[src/rtl/core/ile_pkg.sv]
// ile_pkg: opcode and status codes, the read-miss word, and the
// command/flag structs shared by the list engine controller and datapath
// no dependencies
package ile_pkg;

  typedef enum logic [2:0] {
    OP_READ     = 3'd0,
    OP_INS_HEAD = 3'd1,
    OP_INS_TAIL = 3'd2,
    OP_INS_AT   = 3'd3,
    OP_DELETE   = 3'd4
  } opcode_t;

  typedef enum logic [1:0] {
    ST_DONE  = 2'd0,
    ST_RANGE = 2'd1,
    ST_FULL  = 2'd2
  } status_t;

  // word returned by a read outside the list
  localparam logic [31:0] READ_MISS = 32'hFFFF_FFFF;

  typedef struct packed {
    logic    load_in;
    logic    decode;
    status_t st;
    logic    rd_issue;
    logic    shift_start;
    logic    shift_up;
    logic    shift_step;
    logic    put;
    logic    finish;
  } dp_cmd_t;

  typedef struct packed {
    opcode_t op;
    logic    tgt_gt_cnt;
    logic    tgt_lt_cnt;
    logic    tgt_p1_lt_cnt;
    logic    full;
    logic    last_step;
    logic    out_free;
  } dp_flags_t;

endpackage

[src/rtl/core/ile_ctrl.sv]
// ile_ctrl: sequencer for the list engine, one request at a time
// depends on ile_pkg for the command/flag structs and codes
module ile_ctrl (
  input  logic                clk,
  input  logic                rst,
  input  logic                in_valid,
  output logic                in_stall,
  input  ile_pkg::dp_flags_t  flags,
  output ile_pkg::dp_cmd_t    cmd
);

  typedef enum logic [5:0] {
    S_IDLE   = 6'b000001,
    S_DECODE = 6'b000010,
    S_SHIFT  = 6'b000100,
    S_DRAIN  = 6'b001000,
    S_PUT    = 6'b010000,
    S_RESP   = 6'b100000
  } state_t;

  state_t state;
  state_t state_next;

  always_ff @(posedge clk) begin
    if (rst) begin
      state <= S_IDLE;
    end else begin
      state <= state_next;
    end
  end

  always_comb begin
    cmd        = '0;
    cmd.st     = ile_pkg::ST_DONE;
    in_stall   = 1'b1;
    state_next = state;
    unique case (state)
      S_IDLE: begin
        in_stall = 1'b0;
        if (in_valid) begin
          cmd.load_in = 1'b1;
          state_next  = S_DECODE;
        end
      end
      S_DECODE: begin
        cmd.decode = 1'b1;
        state_next = S_RESP;
        unique case (flags.op) inside
          ile_pkg::OP_READ: begin
            if (flags.tgt_lt_cnt) begin
              cmd.rd_issue = 1'b1;
            end else begin
              cmd.st = ile_pkg::ST_RANGE;
            end
          end
          ile_pkg::OP_INS_HEAD, ile_pkg::OP_INS_TAIL, ile_pkg::OP_INS_AT: begin
            if (flags.tgt_gt_cnt) begin
              cmd.st = ile_pkg::ST_RANGE;
            end else if (flags.full) begin
              cmd.st = ile_pkg::ST_FULL;
            end else if (flags.tgt_lt_cnt) begin
              cmd.shift_start = 1'b1;
              cmd.shift_up    = 1'b1;
              state_next      = S_SHIFT;
            end else begin
              state_next = S_PUT;
            end
          end
          ile_pkg::OP_DELETE: begin
            if (!flags.tgt_lt_cnt) begin
              cmd.st = ile_pkg::ST_RANGE;
            end else if (flags.tgt_p1_lt_cnt) begin
              cmd.shift_start = 1'b1;
              state_next      = S_SHIFT;
            end
          end
          default: begin
            cmd.st = ile_pkg::ST_DONE;
          end
        endcase
      end
      S_SHIFT: begin
        cmd.shift_step = 1'b1;
        if (flags.last_step) begin
          state_next = S_DRAIN;
        end
      end
      S_DRAIN: begin
        if (flags.op == ile_pkg::OP_DELETE) begin
          state_next = S_RESP;
        end else begin
          state_next = S_PUT;
        end
      end
      S_PUT: begin
        cmd.put    = 1'b1;
        state_next = S_RESP;
      end
      S_RESP: begin
        if (flags.out_free) begin
          cmd.finish = 1'b1;
          state_next = S_IDLE;
        end
      end
      default: begin
        state_next = S_IDLE;
      end
    endcase
  end

endmodule

[config.mk]
export PLATFORM = sky130hd
export DESIGN_NAME = ile_ctrl
export DESIGN_NICKNAME = d
export VERILOG_FILES = /design/src/rtl/core/ile_pkg.sv /design/src/rtl/core/ile_ctrl.sv
export SDC_FILE = /design/constraint.sdc
export NUM_CORES = 1
export LEC_CHECK = 0
export BUFFER_PORTS_ARGS = -buffer_cell sky130_fd_sc_hd__buf_2
export CAP_MARGIN = 40
export CORE_AREA = 2 2 39 41
export CTS_BUF_LIST = sky130_fd_sc_hd__clkbuf_4 sky130_fd_sc_hd__clkbuf_8
export CTS_CLUSTER_DIAMETER = 120
export DETAILED_ROUTE_END_ITERATION = 12
export DIE_AREA = 0 0 41 43
export GPL_TIMING_DRIVEN = 0
export HOLD_SLACK_MARGIN = 0.15
export PLACE_DENSITY_LB_ADDON = 0.15
export SLEW_MARGIN = 20
export SYNTH_ARGS = -nofsm -noshare
export SYNTH_HDL_FRONTEND = slang
export SYNTH_SLANG_ARGS = --single-unit
[constraint.sdc]
create_clock -name clk -period 2.1 [get_ports clk]
set_clock_uncertainty 0.15 [all_clocks]
set_input_delay 0.21 -clock clk [delete_from_list [all_inputs] [get_ports clk]]
set_output_delay 0.21 -clock clk [all_outputs]
set_load 0.02 [all_outputs]
==> results of run 1 <==
==> path summary, 6_finish.rpt <==
path                               start        to  slack, ns
worst max-delay path            state[2]    cmd[6]      -0.16
worst min-delay path            flags[3]  state[5]       0.18
worst max register to register  state[2]  state[2]       0.10
worst min register to register  state[2]  state[3]       0.43
==> final cells by class <==
type                            count  share of cell area, %
Sequential cell                     6                  17.38
Timing Repair Buffer               31                  31.18
Multi-Input combinational cell     42                  42.59
Buffer                              1                 0.5111
Inverter                            5                  2.555
Clock buffer                        3                  3.066
Tap cell                           16                  2.726
==> cell usage in the layout, fill, tap and decap left out, types with 3 or more instances in the layout <==
master         synthesis  layout
buf_2                  0      15
buf_6                  0       7
buf_4                  1       6
inv_1                  5       5
nor3b_1                5       5
nor2_1                 5       4
dfxtp_1                6       4
nor3_1                 3       3
a31oi_1                3       3
clkbuf_4               0       3
dlygate4sd3_1          0       3
==> timing repair <==
item                                   CTS  global route
endpoints found under the hold margin    6             0
hold buffers                             3             0
setup buffers                            7             2
gates resized for setup                 18             2
setup endpoints to repair                7            10
pin swaps                                6             5
==> cell families (layout without fill, tap and decap cells) <==
group | count (synthesis) | after routing | synth area share (%)
AO/OA/AOI/OAI | 10 | 10 | 16.76
flip-flops | 6 | 6 | 27.27
XOR/XNOR | 1 | 1 | 1.989
buffers and inverters | 7 | 40 | 6.818
AND/OR/NAND/NOR | 31 | 31 | 47.16
==> power by group through the flow <==
stage               clock [mW]  sequential, mW  combinational, mW
floorplan                    0           0.123             0.0318
global placement             0           0.125             0.0540
detailed placement           0           0.125             0.0551
CTS                      0.111           0.121             0.0643
global route             0.118           0.120             0.0722
finish                   0.108           0.120             0.0657
==> through the flow <==
stage               hold WS, ns  power, mW  std cells  util (%)  cell area, um^2
floorplan                0.1291     0.1551         55         -            451.7
global placement         0.3150     0.1786         92     41.68            576.8
detailed placement       0.3226     0.1798         92     41.68            576.8
CTS                      0.1940     0.2962        104     52.62            728.2
global route             0.2357     0.3108        104     53.07            734.5
finish                   0.1847     0.2933        104     53.07            734.5
==> metal layers <==
layer | up-vias | wire, um
met5 | - | 0
met4 | 0 | 19
met1 | 238 | 575
li1 | 276 | -
met3 | 2 | 48
met2 | 15 | 539
==> worst max-delay path, stage by stage (launching register included) <==
cell,delay (ns)
dfxtp_4,0.36
or4_4,0.53
nor3b_4,0.27
buf_6,0.15
buf_6,0.09
o21a_1,0.13
buf_6,0.12
==> metrics, run 1 <==
fillcell total 136; first-pass GRT wire length 1945 um; Arr. time, crit path 1.90 ns; Power Density 399.4 nW/um^2; reg2reg path depth 7; grt met1 use 19.81%; Post-synth ARST share 0%; vias 531; syn_nets 67; GRT Max-Usage Layer met2; Mapped Cells 55; clock sink total 6; First DRT Iteration DRCs 10; Routed Antenna Nets 0; number of port buffers 21; failing checks setup timing; cell taking the most area after synthesis dfxtp_1; I/O pins 23; Num CTS Buffers 3; Starting Density 31.83%; DP HPWL 834.7 um; Post-synth top cells dfxtp_1 (6), inv_1 (5), nor2_1 (5), nor3b_1 (5); max FFs per register 6; met2 usage 24.69%; Worst Path Max Fanout 7; number of global-route vias before repair 490; wire per inst 11.37 um; MaxCap Viol Count 0; grt total ovfl 0; most common cell in the netlist dfxtp_1; synth warn 0; Area Growth Syn to Fin 66.76%; period utilisation layout 107.6%; Post-synth EDFFs 0; Max Fclk 0.4424 GHz; TritonCTS clock tree done; DRC viols 0; final setup vio count 7; Reg area 127.6 um^2; M3 GR Usage 1.571%; worst skew pair latency 0.24 ns; leakage 0.3367 nW; Psw 83.57 uW; RSZ-0062 raised after global routing yes; Critical Path RT 1.74 ns; largest net degree at the start of global routing 10; sequential area share after synthesis 27.27%; Setup crit end kind output pin; clock root cell clkbuf_4; Slew Viols, Final 0; die height 43 um; status finished, violations left; setup slack after layout -0.1602 ns; Setup TNS -0.4640 ns; Synth cell types 29; Biggest register state; Layout Nets 102; Int Pwr 209.8 uW; hold-critical path depth 4; clock power share 36.7%; share of post-route cells with drive strength above 1 48.86%; Global Route Usage Sum 15.91%; slew margin rel. 64.73%; Logic pwr share 22.4%; Site Rows 14; Clock Pin Slew Worst Setup and Hold Paths 0.05 ns; Yosys reg bits 6; footprint of the multi-input gates 312.8 um^2; Yosys top cell area share 27.27%; DRT Pass-1 Iters 2; ant diodes 0; worst min path class input port to register; Slew @ Worst Pin 0.5242 ns; Peak supply drop 0.2510 mV; Sw Share 28.49%; sequential share of power 41.0%; synthesized area 440.4 um^2; synth top area cells dfxtp_1 (27%), nor3b_1 (8.5%), a31oi_1 (4.3%); Die X 41 um; Vias/cell 5.106; ys flop type dfxtp_1; Regs by FF count state: 6 flops; initial antenna violation count 0; minimum clock period 2.260 ns; Critical Path Start Type register; core box area 1384 um^2; syn avg cell area 8.008 um^2; Die ar. 1763 um^2; # H-tree levels 1; Setup WS pre-CTS -0.04130 ns; Max Buffers Root-to-Sink 2; endpoints failing hold 0; routability cong. 0.7318; critical path class register to output pin; drt total wl 1182 um
Note: power is estimated with default switching activity, not from simulation.
==> inputs of run 2 (changes only) <==
--- a/config.mk
+++ b/config.mk
@@ -8,13 +8,14 @@
 export BUFFER_PORTS_ARGS = -buffer_cell sky130_fd_sc_hd__buf_2
 export CAP_MARGIN = 40
 export CORE_AREA = 2 2 39 41
-export CTS_BUF_LIST = sky130_fd_sc_hd__clkbuf_4 sky130_fd_sc_hd__clkbuf_8
+export CTS_BUF_LIST = sky130_fd_sc_hd__clkbuf_2 sky130_fd_sc_hd__clkbuf_4 sky130_fd_sc_hd__clkbuf_8
 export CTS_CLUSTER_DIAMETER = 120
 export DETAILED_ROUTE_END_ITERATION = 12
 export DIE_AREA = 0 0 41 43
 export GPL_TIMING_DRIVEN = 0
 export HOLD_SLACK_MARGIN = 0.15
 export PLACE_DENSITY_LB_ADDON = 0.15
+export SKIP_CTS_REPAIR_TIMING = 1
 export SLEW_MARGIN = 20
 export SYNTH_ARGS = -nofsm -noshare
 export SYNTH_HDL_FRONTEND = slang
==> run 2 against run 1 <==
  * The flow still finishes with violations (setup timing)
  * Critical path depth stayed put
  * Routed wire length is 7.0% lower
  * Combinational power is 5.3% lower
  * Critical path type unchanged
  * Critical endpoint is now cmd[4]
  * Largest cell class unchanged
  * Highest routed layer is now met3
==> metrics, run 2 (synthesized netlist as in run 1, its figures left out) <==
number of port buffers 21 (unchanged); setup slack after layout -0.1339 ns (+0.02634 ns); Max Buffers Root-to-Sink 2 (unchanged); TritonCTS clock tree done; largest net degree at the start of global routing 10 (unchanged); final setup vio count 6 (-1); vias 514 (-3.2%); DRT Pass-1 Iters 2 (unchanged); routability cong. 0.7318 (unchanged); Peak supply drop 0.2513 mV (about the same); Critical Path Start Type register; Num CTS Buffers 3 (unchanged); Biggest register state; CP max stage cell or4_4; minimum clock period 2.234 ns (-0.02634 ns); Die ar. 1763 um^2 (unchanged); Slew @ Worst Pin 0.5278 ns (+0.003576 ns); footprint of the multi-input gates 304.0 um^2 (-2.8%); Area Growth Syn to Fin 55.11%; Critical Path RT 1.74 ns (about the same); Starting Density 31.83% (unchanged); endpoints failing hold 0 (unchanged); CP Cell Sequence or4_4, nor3b_4, o211ai_2, inv_1, buf_4, buf_4; share of post-route cells with drive strength above 1 46.51% (-2.4 points); First DRT Iteration DRCs 6 (-4); ant diodes 0 (unchanged); Power Density 423.0 nW/um^2 (+5.9%); critical path class register to output pin; die height 43 um (unchanged); Die X 41 um (unchanged); initial antenna violation count 0 (unchanged); Setup crit end kind output pin; first-pass GRT wire length 1676 um (-14%); status finished, violations left; core box area 1384 um^2 (unchanged); Routed Antenna Nets 0 (unchanged); Layout Nets 100 (-2.0%); CP most frequent cell buf_4; wire per inst 10.77 um (-5.2%); max FFs per register 6 (unchanged); Clock Pin Slew Worst Setup and Hold Paths 0.05 ns (about the same); fillcell total 138 (+1.5%); Site Rows 14 (unchanged); DRC viols 0 (unchanged); failing checks setup timing; I/O pins 23 (unchanged); commonest non-fill, non-tap cell in the layout buf_2; Max Fclk 0.4477 GHz (+1.2%); Worst Path Max Fanout 5 (-2); period utilisation layout 106.4% (-1.3 points); delay of the slowest critical-path stage 0.55 ns (+0.02 ns); DP HPWL 834.7 um (unchanged); clock root cell clkbuf_4; number of global-route vias before repair 415 (-15%); clock sink total 6 (unchanged); Fin Hold WS 0.1936 ns (+0.008848 ns); worst min path class input port to register; slew margin rel. 64.49% (-0.24 points); Slew Viols, Final 0 (unchanged); commonest non-fill, non-tap cells in the layout buf_2 (16), buf_4 (9), inv_1 (5), nor3b_1 (5); leakage 0.3228 nW (-4.1%); Vias/cell 5.039 (-1.3%); drt total wl 1099 um (-7.0%); Reg area 125.1 um^2 (-2.0%); Setup WS pre-CTS -0.04130 ns (unchanged); RSZ-0062 raised after global routing yes; grt total ovfl 0 (unchanged); Global Route Usage Sum 13.60% (-2.3 points); worst skew pair latency 0.24 ns (about the same); Arr. time, crit path 1.87 ns (-0.03 ns); # H-tree levels 1 (unchanged); Regs by FF count state: 6 flops; MaxCap Viol Count 0 (unchanged)
[run 2: cell types whose count changed in the layout (fill, tap and decap cells not counted)]
cell     delta
nor2_2      +1
buf_6       -6
a21oi_2     -1
dfxtp_2     +1
buf_4       +3
nor2_4      -1
buf_2       +1
dfxtp_4     -1
a21oi_1     +1
[run 2: where the power goes]
part | total [mW] | switching (mW) | internal, mW
Clock | 0.106 | 0.0409 | 0.0646
Sequential | 0.121 | 0.00495 | 0.116
Combinational | 0.0622 | 0.0343 | 0.0279
[run 2: worst paths after layout]
kind	start	end	slack, ns	depth (start not counted)
setup / recovery	state[5]	cmd[4]	-0.13	6
hold / removal	flags[3]	state[5]	0.19	4
setup reg to reg	state[5]	state[0]	0.14	5
hold reg to reg	state[2]	state[3]	0.42	2
[run 2: cell type report]
class	instances	area share, %
clock buffer	3	3.297
tap	16	2.930
inverter	5	2.747
sequential	6	18.32
multi-input combinational	42	44.51
buffer	2	1.648
timing repair buffer	28	26.56
[run 2: metrics by stage]
stage | std cells | power [mW] | util [%] | TNS [ns] | cell area (um^2)
6_report | 102 | 0.2889 | 49.37 | -0.5242 | 683.2
5_1_grt | 102 | 0.3048 | 49.37 | -1.150 | 683.2
4_1_cts | 95 | 0.2885 | 43.31 | -1.157 | 599.3
3_5_place_dp | 92 | 0.1798 | 41.68 | -0.04130 | 576.8
3_3_place_gp | 92 | 0.1786 | 41.68 | -0.03591 | 576.8
2_1_floorplan | 55 | 0.1551 | - | -0.03680 | 451.7
[run 2: metal layers]
metal	routed length (um)	part of all wire (%)	track usage, %
met4	0	0	8.000
met5	0	0	0
met3	46	4.2	1.571
met2	478	43	19.06
met1	573	52	19.16
[run 2: worst max-delay path: cells and delay by family, from the launching register on]
kind,cells,cell delay (ns)
AOI/OAI and AO/OA,1,0.15
DFF,1,0.34
and+or+nand+nor,2,0.86
buffers and inverters,3,0.28
